$ cat config.mk
export PLATFORM = sky130hd
export DESIGN_NAME = fptm_ram
export DESIGN_NICKNAME = d
export VERILOG_FILES = /design/src/rtl/fptm_ram.sv
export SDC_FILE = /design/constraint.sdc
export NUM_CORES = 1
export LEC_CHECK = 0
export ABC_CLOCK_PERIOD_IN_PS = 3850
export BUFFER_PORTS_ARGS = -buffer_cell sky130_fd_sc_hd__buf_2
export CORE_MARGIN = 2
export CORE_UTILIZATION = 37
export CTS_CLUSTER_DIAMETER = 30
export CTS_CLUSTER_SIZE = 10
export DETAILED_ROUTE_END_ITERATION = 10
export PLACE_DENSITY_LB_ADDON = 0.05
export SYNTH_ARGS = -nofsm -noshare
export SYNTH_HDL_FRONTEND = slang
export SYNTH_SLANG_ARGS = --single-unit
export TNS_END_PERCENT = 50
$ cat constraint.sdc
create_clock -name clk -period 3.85 [get_ports clk]
set_input_delay 0 -clock clk [delete_from_list [all_inputs] [get_ports clk]]
set_output_delay 0 -clock clk [all_outputs]
set_load 0.05 [all_outputs]
$ cat src/rtl/fptm_ram.sv
// Generic simple dual-port RAM with one write port and a registered read port.
module fptm_ram #(
  parameter int WIDTH = 8,
  parameter int DEPTH = 16
) (
  input  logic                     clk,
  input  logic                     we,
  input  logic [$clog2(DEPTH)-1:0] waddr,
  input  logic [WIDTH-1:0]         wdata,
  input  logic [$clog2(DEPTH)-1:0] raddr,
  output logic [WIDTH-1:0]         rdata
);

  logic [WIDTH-1:0] mem [DEPTH];

  always_ff @(posedge clk) begin
    if (we) begin
      mem[waddr] <= wdata;
    end
    rdata <= mem[raddr];
  end

endmodule

# Word level (Yosys, flattened, before mapping)
# Memory sizes are Yosys's and may differ from the RTL's. A register that Yosys moved wholly into a read port is not among the register bits.
# Index checks and enable logic that the tools add are counted.
word_totals:
  register_bits: 0
  in_bits: 18
  out_inout_bits: 8
  mem_bits_rw: 128
  mem_count: 1
  elab_cells: 3
op_classes:
  mux: 2
memory_table:
  columns: ["memory", "words", "width", "rd", "rd_ports_with_merged_regs", "wr", "line_no", "source"]
  rows:
  - ["mem", 16, 8, 1, 1, 1, "14", "logic [WIDTH-1:0] mem [DEPTH];"]
ops:
  columns: ["cell", "count"]
  rows:
  - ["1-bit two-way mux", 2]

# Logic depth before layout (Yosys ltp)
logic_depth:
  ltp_word: 2
  depth_mapped: 5
  ltp_nobuf: 3

# Least setup slack after synthesis
# Ideal clock, no wire load.
synth_path:
  path_type: "input-to-reg"
  from: "input port waddr[2]"
  to: "memory mem[0][0] (enable)"
  required_ns: 3.467
  setup_ns: 0.383
  path_buffers: 0
  cell_stages: 2
  setup_slack_ns: 2.357
  t_arrival_ns: 1.110
  cell_sequence: "or3b_2 > nor3_1"
synth_rtl:
  columns: ["element", "line_no", "source"]
  rows:
  - ["start, declared", "8", "input logic [$clog2(DEPTH)-1:0] waddr,"]
  - ["end, declared", "14", null]
# Straight into the memory's write port.

==> results.toml <==
[outcome]
outcome = "complete, no violations"

[layout]
finalInstanceArea_um2 = 6060
fillCellCount = 1195
mostFrequentLayoutCell = "edfxtp_1"
multi_input_area_um2 = 1060
drive_above_1_share_pct = 24.2
postLayoutCoreUtil_pct = 44.2
layout.nets = 294
register_area_um2 = 4000
syn2layout_area_growth_pct = 17.7
layout_common_cells = "edfxtp_1, buf_2, mux4_2"
n_antenna_cell = 0

[floorplan]
start_util_pct = 37.5
ios = 26
dieArea_um2 = 14900
die_h_um = 122
rows = 43
core_um2 = 13700
die_w_um = 122

[cts]
clkSinkCount = 136
clkTransAtPathRegs_ns = 0.05
cts_tree = "done"
clock_path_buffers = 2
clk_latency_ns = 0.41
cts_setup_buffers = 0
cts_inserted_buffers = 17
htreeDepth = 4
cts-root-buf = "clkbuf_16"

[route]
avgViaCountPerCell = 5.05
drtIter0Drc = 256
vias = 2369
drc = 0
dr_wl_met2_mm = 4.85
avgRoutedWirePerCell_um = 21.9
met1_length_mm = 4.72
first_pass_iters = 4
drt-total-wl_mm = 10.2
ant_nets = 0
maxUsedRoutingLayer = "met4"
met3_length_um = 583

[logic_synthesis]
synth.area.top_cells = "edfxtp_1, mux4_2, mux4_1, dfxtp_1, a22oi_1"
syn_nets = 247
synth-seq-cells = 136
yosysTopAreaCell = "edfxtp_1"
avgSynthCellArea_um2 = 22.5
yosysWarningCount = 0
syn_inst = 229
synthDistinctLibCells = 19
syn_area_um2 = 5150
synth_top_cell_area_share_pct = 74.7
ys_seq_area_share_pct = 77.8

[critical_path]
critPathBufInv = 2
path_class = "primary input to flop"
endpoint_kind = "flop"
startpoint_type = "primary input"
arrival_ns = 1.80
cp-startpoint = "raddr[0]"
critPathMaxFanout = 25
worst_path_max_delay_cell = "buf_2"
crit-reg2reg-launch = "mem[6][3]"
cpPeakStageDelay_ns = 0.62
critical_path.top_delay_family = "buffers and inverters"
critPathRequiredTime_ns = 4.14
cp_cell_sequence = "buf_2 -> buf_4 -> mux4_1 -> a22oi_1 -> nand2_1"

[global_route]
grtUsageTotal_pct = 15.4
grt_pass1_vias = 2476
grt_antenna_before_repair = 0
overflow = 0
grt_pass1_wl_mm = 15.6
grt_max_degree = 33

[sta]
fin_crit_sh_pct = 39.2
setup_tns_ns = 0
setup_ws_ns = 2.34
hold_violations = 0
worst_slew_pin_slew_ns = 0.958
finalSetupViolCount = 0
period_minus_slack_ns = 1.51
fin_skew_ns = 0.00462
drv_slew = 0
slew_headroom_pct = 35.9
rsz0062_at_grt = "false"
max_freq_mhz = 662

[power]
total_power_mw = 3.30
p_leak_nw = 2.01
vdd_drop_max_uv = 301
p_per_area_nw_per_um2 = 545

[hold_path]
hold_class = "primary input to flop"
hp-start = "waddr[0]"

[job]
drv_cap = 0

[place]
pre_cts_slack_ns = 1.84
portBuffers = 25
dpl_cell_area_um2 = 5450
place_hpwl_mm = 6.58
gp_congestion = 0.693
layer usage:
metal | vias up | GRT usage [%]
met1 | 1232 | 21.1
met3 | 7 | 4.63
met2 | 65 | 23.3
met4 | 0 | 5.60
met5 | - | 0
li1 | 1065 | -
where the power goes:
group | switching [mW] | total, mW | internal (mW)
sequential | 0.00939 | 1.67 | 1.66
clock | 0.539 | 1.45 | 0.914
combinational | 0.118 | 0.183 | 0.0657
worst paths after layout:
check        cells past startpoint  slack (ns)        end
max reg2reg                      3        2.45   rdata[3]
max                              5        2.34   rdata[0]
min reg2reg                      3        0.67   rdata[3]
min                              2        0.04  mem[4][0]
final cells by class:
cell class              count  area share (%)
well taps                 180            3.72
clock buffers              27            7.97
repair buffers             38            4.01
clock inverters             5           0.764
flip-flops and latches    136            66.1
multi-input cells          83            17.5
registers in the layout (all words and copies together), names as in the netlist:
name	cells
mem	128
rdata	8
metrics by stage:
stage / cells / hold slack [ns]
5_1_grt: 469 / 0.0483
3_3_place_gp: 429 / 0.392
3_5_place_dp: 429 / 0.405
4_1_cts: 469 / 0.0205
6_report: 469 / 0.0366
2_1_floorplan: 229 / 0.0989
repair_timing:
| item | 4_1_cts | 5_1_grt |
|---|---|---|
| hold buffers | 8 | 0 |
| hold endpoints to repair | 128 | 0 |
| gates resized for setup | 0 | 0 |
synth_stat cells, drive strengths merged:
cell type      count
mux4              32
dfxtp              8
nor3               4
and2b              1
or3b               1
nand3              1
nand3b             2
nand2              9
a22oi             16
nor2              13
buf                7
clkdlybuf4s25      3
nor2b              1
nand2b             2
edfxtp           128
and2               1
logic make-up after synthesis:
family / count (synthesis) / synth area share [%]
multiplexers: 32 / 15.0
buffers and inverters: 10 / 1.68
flip-flops: 136 / 77.8
AO/OA/AOI/OAI: 16 / 2.33
AND/OR/NAND/NOR: 35 / 3.18
(Power assumes the default switching activity.)
