==> src/rtl/fptm_pkg.sv <==
// Shared constants, codes and a helper function for the four-level page table manager.
package fptm_pkg;

  localparam int ENTRIES_PER_TABLE = 512;
  localparam int IDX_W = 9;
  localparam int FRAME_W = 40;
  localparam int ENTRY_W = 43;
  localparam int VA_W = 48;
  localparam int PA_W = 52;
  localparam int OFFSET_W = 12;

  localparam logic [1:0] CMD_MAP = 2'd0;
  localparam logic [1:0] CMD_UNMAP = 2'd1;
  localparam logic [1:0] CMD_TRANSLATE = 2'd2;

  localparam logic [1:0] ST_OK = 2'd0;
  localparam logic [1:0] ST_NOT_MAPPED = 2'd1;
  localparam logic [1:0] ST_EXHAUSTED = 2'd2;

  localparam logic [1:0] LVL_LEAF = 2'd3;

  function automatic logic [IDX_W-1:0] level_index(input logic [VA_W-1:0] va,
                                                   input logic [1:0] lvl);
    logic [IDX_W-1:0] idx;
    case (lvl)
      2'd0: idx = va[47:39];
      2'd1: idx = va[38:30];
      2'd2: idx = va[29:21];
      default: idx = va[20:12];
    endcase
    return idx;
  endfunction

endpackage

==> src/rtl/fptm_walker.sv <==
// Table walk sequencer: clears the store, then walks, allocates and rewrites entries.
module fptm_walker import fptm_pkg::*; #(
  parameter int TABLE_PAGES = 64,
  parameter int ROOT_PAGES = 4,
  localparam int PW = $clog2(TABLE_PAGES),
  localparam int NW = $clog2(TABLE_PAGES + 1),
  localparam int DEPTH = TABLE_PAGES * ENTRIES_PER_TABLE,
  localparam int AW = $clog2(DEPTH)
) (
  input  logic               clk,
  input  logic               rst,
  input  logic               start,
  output logic               busy,
  input  logic [1:0]         cmd,
  input  logic [VA_W-1:0]    virt_addr,
  input  logic [PA_W-1:0]    phys_addr,
  input  logic               user_flag,
  input  logic               write_flag,
  input  logic [1:0]         root_page,
  output logic               done,
  output logic [1:0]         status,
  output logic [PA_W-1:0]    phys_result,
  output logic               leaf_present,
  output logic               leaf_user,
  output logic               leaf_write,
  output logic               ram_we,
  output logic [AW-1:0]      ram_waddr,
  output logic [ENTRY_W-1:0] ram_wdata,
  output logic [AW-1:0]      ram_raddr,
  input  logic [ENTRY_W-1:0] ram_rdata
);

  typedef enum logic [3:0] {
    S_CLEAR = 4'b0001,
    S_IDLE  = 4'b0010,
    S_READ  = 4'b0100,
    S_EVAL  = 4'b1000
  } state_t;

  state_t           state;
  logic [AW-1:0]    clr_addr;
  logic [1:0]       cmd_r;
  logic [VA_W-1:0]  va_r;
  logic [PA_W-1:0]  pa_r;
  logic             usr_r;
  logic             wr_r;
  logic [1:0]       lvl;
  logic [PW-1:0]    page;
  logic             pass2;
  logic [NW-1:0]    nfp;

  logic [1:0]       root_mod;
  logic [PW-1:0]    root_pg;
  logic [AW-1:0]    acc_addr;
  logic             present;
  logic [PW-1:0]    frame_pg;
  logic [ENTRY_W-1:0] mid_entry;
  logic [ENTRY_W-1:0] leaf_entry;
  logic [1:0]       need;
  logic [NW:0]      need_sum;

  always_comb begin
    root_mod = root_page;
    for (int i = 0; i < 3; i++) begin
      if (int'(root_mod) >= ROOT_PAGES) begin
        root_mod = root_mod - 2'(ROOT_PAGES);
      end
    end
    root_pg = PW'(root_mod);
  end

  assign acc_addr = AW'({page, level_index(va_r, lvl)});
  assign present = ram_rdata[0];
  assign frame_pg = ram_rdata[3 +: PW];
  assign mid_entry = present ? {ram_rdata[ENTRY_W-1:3], usr_r, wr_r, 1'b1}
                             : {FRAME_W'(nfp), usr_r, wr_r, 1'b1};
  assign leaf_entry = {pa_r[PA_W-1:OFFSET_W], usr_r, wr_r, 1'b1};
  assign need = LVL_LEAF - lvl;
  assign need_sum = (NW+1)'(need) + (NW+1)'(nfp);

  assign busy = (state != S_IDLE);
  assign ram_raddr = acc_addr;

  always_comb begin
    ram_we = 1'b0;
    ram_waddr = acc_addr;
    ram_wdata = '0;
    case (state)
      S_CLEAR: begin
        ram_we = 1'b1;
        ram_waddr = clr_addr;
      end
      S_EVAL: begin
        if (cmd_r == CMD_MAP && pass2) begin
          ram_we = 1'b1;
          ram_wdata = (lvl == LVL_LEAF) ? leaf_entry : mid_entry;
        end else if (cmd_r == CMD_UNMAP && lvl == LVL_LEAF) begin
          ram_we = 1'b1;
          ram_wdata = {ram_rdata[ENTRY_W-1:1], 1'b0};
        end
      end
      default: ;
    endcase
  end

  always_ff @(posedge clk) begin
    if (rst) begin
      state <= S_CLEAR;
      clr_addr <= '0;
      nfp <= NW'(ROOT_PAGES);
      done <= 1'b0;
    end else begin
      done <= 1'b0;
      case (state)
        S_CLEAR: begin
          clr_addr <= clr_addr + 1'b1;
          if (int'(clr_addr) == DEPTH - 1) begin
            state <= S_IDLE;
          end
        end
        S_IDLE: begin
          if (start) begin
            cmd_r <= cmd;
            va_r <= virt_addr;
            pa_r <= phys_addr;
            usr_r <= user_flag;
            wr_r <= write_flag;
            lvl <= '0;
            page <= root_pg;
            pass2 <= 1'b0;
            status <= ST_OK;
            phys_result <= '0;
            leaf_present <= 1'b0;
            leaf_user <= 1'b0;
            leaf_write <= 1'b0;
            if (cmd == CMD_MAP || cmd == CMD_UNMAP || cmd == CMD_TRANSLATE) begin
              state <= S_READ;
            end else begin
              done <= 1'b1;
            end
          end
        end
        S_READ: begin
          state <= S_EVAL;
        end
        S_EVAL: begin
          state <= S_READ;
          if (cmd_r == CMD_MAP && !pass2) begin
            if (!present || lvl == 2'd2) begin
              if (!present && need_sum > (NW+1)'(TABLE_PAGES)) begin
                status <= ST_EXHAUSTED;
                done <= 1'b1;
                state <= S_IDLE;
              end else begin
                pass2 <= 1'b1;
                lvl <= '0;
                page <= root_pg;
              end
            end else begin
              page <= frame_pg;
              lvl <= lvl + 1'b1;
            end
          end else if (cmd_r == CMD_MAP) begin
            if (lvl == LVL_LEAF) begin
              leaf_present <= 1'b1;
              leaf_user <= usr_r;
              leaf_write <= wr_r;
              done <= 1'b1;
              state <= S_IDLE;
            end else begin
              if (!present) begin
                nfp <= nfp + 1'b1;
                page <= nfp[PW-1:0];
              end else begin
                page <= frame_pg;
              end
              lvl <= lvl + 1'b1;
            end
          end else begin
            if (lvl == LVL_LEAF) begin
              leaf_present <= (cmd_r == CMD_UNMAP) ? 1'b0 : ram_rdata[0];
              leaf_user <= ram_rdata[2];
              leaf_write <= ram_rdata[1];
              if (cmd_r == CMD_TRANSLATE) begin
                phys_result <= {ram_rdata[ENTRY_W-1:3], va_r[OFFSET_W-1:0]};
              end
              done <= 1'b1;
              state <= S_IDLE;
            end else if (!present) begin
              status <= ST_NOT_MAPPED;
              done <= 1'b1;
              state <= S_IDLE;
            end else begin
              page <= frame_pg;
              lvl <= lvl + 1'b1;
            end
          end
        end
        default: state <= S_CLEAR;
      endcase
    end
  end

  a_we_state: assert property (@(posedge clk) disable iff (rst)
    ram_we |-> (state == S_CLEAR || state == S_EVAL))
    else $error("store written outside clear or evaluate");

  a_pool_bound: assert property (@(posedge clk) disable iff (rst)
    int'(nfp) <= TABLE_PAGES)
    else $error("page pool overran the store");

  a_done_idle: assert property (@(posedge clk) disable iff (rst)
    done |-> state == S_IDLE)
    else $error("result strobe while busy");

  a_fail_zero: assert property (@(posedge clk) disable iff (rst)
    (done && status != ST_OK) |-> (phys_result == '0 && !leaf_present))
    else $error("failed item carries data");

endmodule

==> config.mk <==
export PLATFORM = sky130hd
export DESIGN_NAME = fptm_walker
export DESIGN_NICKNAME = d
export VERILOG_FILES = /design/src/rtl/fptm_pkg.sv /design/src/rtl/fptm_walker.sv
export SDC_FILE = /design/constraint.sdc
export NUM_CORES = 1
export LEC_CHECK = 0
export BUFFER_PORTS_ARGS = -buffer_cell sky130_fd_sc_hd__clkbuf_2
export CAP_MARGIN = 20
export CORE_ASPECT_RATIO = 2
export CORE_MARGIN = 2
export CORE_UTILIZATION = 54
export CTS_CLUSTER_DIAMETER = 60
export CTS_CLUSTER_SIZE = 28
export DETAILED_ROUTE_END_ITERATION = 10
export PLACE_DENSITY_LB_ADDON = 0.08
export RECOVER_POWER = 25
export SLEW_MARGIN = 20
export SYNTH_ARGS = -nofsm -noshare
export SYNTH_HDL_FRONTEND = slang
export SYNTH_SLANG_ARGS = --single-unit
==> constraint.sdc <==
create_clock -name clk -period 8.2 [get_ports clk]
set_clock_uncertainty 0.05 [all_clocks]
set_input_delay 0.41 -clock clk [delete_from_list [all_inputs] [get_ports clk]]
set_output_delay 0.41 -clock clk [all_outputs]
set_load 0.05 [all_outputs]
# --- After elaboration in Yosys (flattened, before gate mapping) ---
# Index checks and enable logic that the tools add are counted.
totals:
  word_cells: 162
  inputBits: 152
  reg_bits: 197
  out_inout_bits: 133
op_classes:
  n_mux: 84
  n_bitwise: 4
  add_sub_neg: 5
  magnitude_cmp: 1
  n_eq_ne: 30
  reduce_logical: 21
ops:
  columns: ["op", "count"]
  rows:
  - ["$mux 52", 5]
  - ["$mux 43", 5]
  - ["$pmux 52 s2", 1]
  - ["$mux 6", 9]
  - ["$mux 1", 28]
  - ["$mux 2", 14]
  - ["$pmux 9 s3", 1]
  - ["$mux 4", 5]
  - ["$ne 2x2->1 const B", 10]
  - ["$pmux 4 s4", 1]
  - ["$add 15x1->15 const B", 1]
  - ["$eq 15x1->1 const B", 1]
  - ["$mux 15", 1]
  - ["$mux 3", 5]
  - ["$ne 3x3->1 const B", 5]
  - ["$pmux 1 s2", 6]
  - ["$pmux 6 s2", 1]
  - ["$reduce_and 6->1", 2]
  - ["$reduce_and 5->1", 2]
  - ["$add 2x7->8", 1]
  - ["$eq 2x2->1 const B", 4]
  - ["$gt 8x7->1 const B", 1]
  - ["$ne 4x4->1 const B", 2]
  - ["$pmux 2 s2", 2]
  - ["other kinds (18)", 32]

# --- Longest topological paths before layout ---
depth:
  word_depth: 8
  mapped_depth: 8
  mapped_depth_nobuf: 8

# --- Worst setup path before layout ---
# No wires, ideal clock.
synth_timing:
  kind: "input to register"
  startpoint: "in rst"
  endpoint: "reg cmd_r[0] (enable)"
  stages: 3
  t_arrival_ns: 4.633
  slack_ns: 2.973
  t_required_ns: 7.606
  setup_ns: 0.544
  path_buffers: 2
  path_cell_list: "clkbuf_4 clkbuf_1 nor2_1"
synth_between:
  elab_chain_cells: 2
synth_rtl:
  columns: ["item", "line", "source"]
  rows:
  - ["from (decl)", "fptm_walker.sv:11", "input logic rst,"]
  - ["$not 1->1 (no line)", null, null]
  - ["$reduce_and 3->1 (no line)", null, null]
  - ["to (signal assigned)", "fptm_walker.sv:123", "cmd_r <= cmd;"]
  - ["to (decl)", "fptm_walker.sv:42", "logic [1:0] cmd_r;"]
# Every way passes these cells.
# A chain may end at the register's enable or synchronous reset.

# --- Worst setup path after layout ---
layout_timing:
  startpoint: "reg state[2]"
  endpoint: "out ram_wdata[37]"
layout_between:
  elab_chain_cells: 2
layout_rtl:
  columns: ["item", "line", "source"]
  rows:
  - ["from (decl)", "fptm_walker.sv:40", "state_t state;"]
  - ["from (signal assigned)", "fptm_walker.sv:108", "state <= S_CLEAR;"]
  - ["from (signal assigned)", "fptm_walker.sv:118", "state <= S_IDLE;"]
  - ["from (signal assigned)", "fptm_walker.sv:137", "state <= S_READ;"]
  - ["$eq 4x4->1", "fptm_walker.sv:88", "case (state)"]
  - ["$mux 43", "fptm_walker.sv:88", null]
  - ["to (decl)", "fptm_walker.sv:28", "output logic [ENTRY_W-1:0] ram_wdata,"]
# Every way passes these cells.

==> metrics.txt <==
status=finished clean; clk sinks=185; buffer count from post-CTS setup fixing=0; CTS resizes=0; Final Hold Viols=0; layout cells sized above 1=0.355; vias in the first global route=6101; Synth Area in XOR/XNOR=0.0199; Max H-tree Level=4; Post-Syn Area=0.00793 mm2; ys async rst share=0; Synth Area in Simple Gates=0.141; placed cells=1037; most common cell in the netlist=edfxtp_1; First-pass DRT Iterations=4; Num CTS Buffers=17; highest metal used=met4; drt wl/cell=18.9 um; Post-synth EDFFs=158; crit path kind=flop to output port; GRT overflow=0; r2r setup slk=4.59 ns; worst min-delay path class=primary input to flop; adder-cell share of the synthesized area=0.0151; Max Freq=0.238 GHz; compound-cell area share of the yosys netlist=0.103; synth top area cells=edfxtp_1, dfxtp_1, and2_1, a22oi_1, nor2_1; Die Width=89.7 um; CP max FO=60; DRC violations left=0; Yosys reg bits=185; Final min period=4.20 ns; DRT Wirelength=20200 um; worst slew pin tran=1.35 ns; Clock Pin Slew Worst Setup and Hold Paths=0.07 ns; Ys Warns=0; DP Wirelength=15100 um; gate count after technology mapping=607; # setup viols final=0; non-filler cells, final=1070; Skew-Pair Late Insertion Delay=0.43 ns; GRT Util Overall=0.257; Core Area=0.0144 mm2; DRT iter0 DRCs=376; Port Buffers=272; register area share after synthesis=0.667; hold bufs inserted after CTS=0; Post-synth top cells=edfxtp_1, nor2_1, and2_1; WL met1=6740 um; nets=1026; crit share post-route=0.512; met3 routed WL=1260 um; Die ar.=0.0157 mm2; metal2 WL=11200 um; P_leak=0.00400 uW; relative slew slack=0.100; RSZ-0062 raised after global routing=no; cell taking the most area after synthesis=edfxtp_1; Syn Area/Cell=13.1 um2; Max-Cap Viols=0; Crit. End Element=output port; Critical Path RT=7.74 ns; initial antenna violation count=1; routed vias/inst=5.59; clk root buf=clkbuf_16; Startpoint Class=flop; Mapped Nets=768; die height=175 um; Area Overhead vs Synth=25.7%; mux contribution to synthesized area=0.0289; worst vdd ir=0.138 mV; Power Density=188 mW/mm2; unique cell type count in the Yosys netlist=58; TritonCTS clock tree=done; pin count of the biggest net entering global routing=61; Routability Congestion=0.859; critical path arrival=3.74 ns; post-route setup TNS=0 ns; Initial Util=0.552; total number of vias=5984; std cell rows=62; prevailing post-synth register cell=edfxtp_1; CTS Buffer Depth=2; Routed Antenna Nets=0; wire length of the first global-routing pass=30300 um; io pins=285; largest family of logic cells by synthesized area=simple AND/OR/NAND/NOR gates; max-slew violations=0; Synth top area share=0.598
==> placed cells by master, fill, tap and decap left out, types with 6 or more instances in the layout <==
| master | instances |
|---|---|
| a21oi_1 | 24 |
| a222oi_1 | 10 |
| a22oi_1 | 43 |
| and2_1 | 56 |
| clkbuf_1 | 24 |
| clkbuf_16 | 17 |
| clkbuf_2 | 246 |
| dfxtp_1 | 27 |
| edfxtp_1 | 158 |
| ha_1 | 8 |
| inv_1 | 6 |
| mux2_2 | 15 |
| mux2i_1 | 6 |
| nand2_1 | 24 |
| nand3_1 | 9 |
| nor2_1 | 83 |
| o21ai_0 | 12 |
| xor2_1 | 14 |
==> per-stage QoR <==
| stage | worst slack (ns) | total power, uW | area (um2) | utilization | hold WS (ns) |
|---|---|---|---|---|---|
| final | 4.00 | 1880 | 9970 | 0.694 | 0.102 |
| after global routing | 3.63 | 1930 | 9970 | 0.694 | 0.0908 |
| after CTS | 4.19 | 1890 | 10000 | 0.697 | 0.0861 |
| after detailed placement | 4.66 | 1100 | 9420 | 0.657 | 0.458 |
| after global placement | 4.37 | 1100 | 9420 | 0.656 | 0.430 |
| after floorplan | 2.97 | 1060 | 7930 | - | 0.413 |
==> per-layer routing <==
layer	track usage	up-vias
met5	0	-
met4	0.143	0
met3	0.0484	65
met2	0.468	289
met1	0.259	2862
li1	-	2768
==> critical path, cell delays in order (launching register included) <==
cell and delay (ns):
dfxtp_1 0.36, nor2_1 0.26, nand3b_1 0.76, inv_2 1.01
o21ai_2 0.13, buf_4 0.29, nor2_1 0.15, clkbuf_2 0.30
==> report_power, final <==
group / switching [uW] / leakage (uW) / internal (uW)
clock network: 348 / 0.000270 / 449
registers: 1.68 / 0.00166 / 1010
logic: 30.4 / 0.00207 / 33.5
==> worst paths after layout <==
check	end	cells after the start	startpoint
min	va_r[28]	1	virt_addr[28]
max reg2reg	nfp[4]	7	state[2]
min reg2reg	phys_result[5]	1	va_r[5]
max	ram_wdata[37]	7	state[2]
==> layout make-up <==
type | count | area, um2
antenna | 1 | 2.50
clock buffer | 17 | 425
clock inverter | 14 | 148
fill | 1109 | 4390
inverter | 8 | 30.0
multi-input combinational | 375 | 2450
sequential | 185 | 5290
tap | 192 | 240
timing repair buffer | 278 | 1390
==> sequential cells by signal, indices dropped and copies added (netlist names) <==
register,flops
phys_result,52
va_r,48
pa_r,40
clr_addr,15
nfp,7
page,6
state,4
cmd_r,2
lvl,2
status,2
done,1
leaf_present,1
leaf_user,1
leaf_write,1
pass2,1
usr_r,1
wr_r,1
==> logic make-up (layout without fill, tap and decap cells) <==
family,Yosys count,count (layout)
xor gates and xnor gates,18,18
muxes,21,21
adders and majority gates,9,9
other,0,1
buffers and inverters,47,317
AOI/OAI and AO/OA,112,112
DFF,185,185
and+or+nand+nor,215,215
Power figures use the tool's default switching activity.
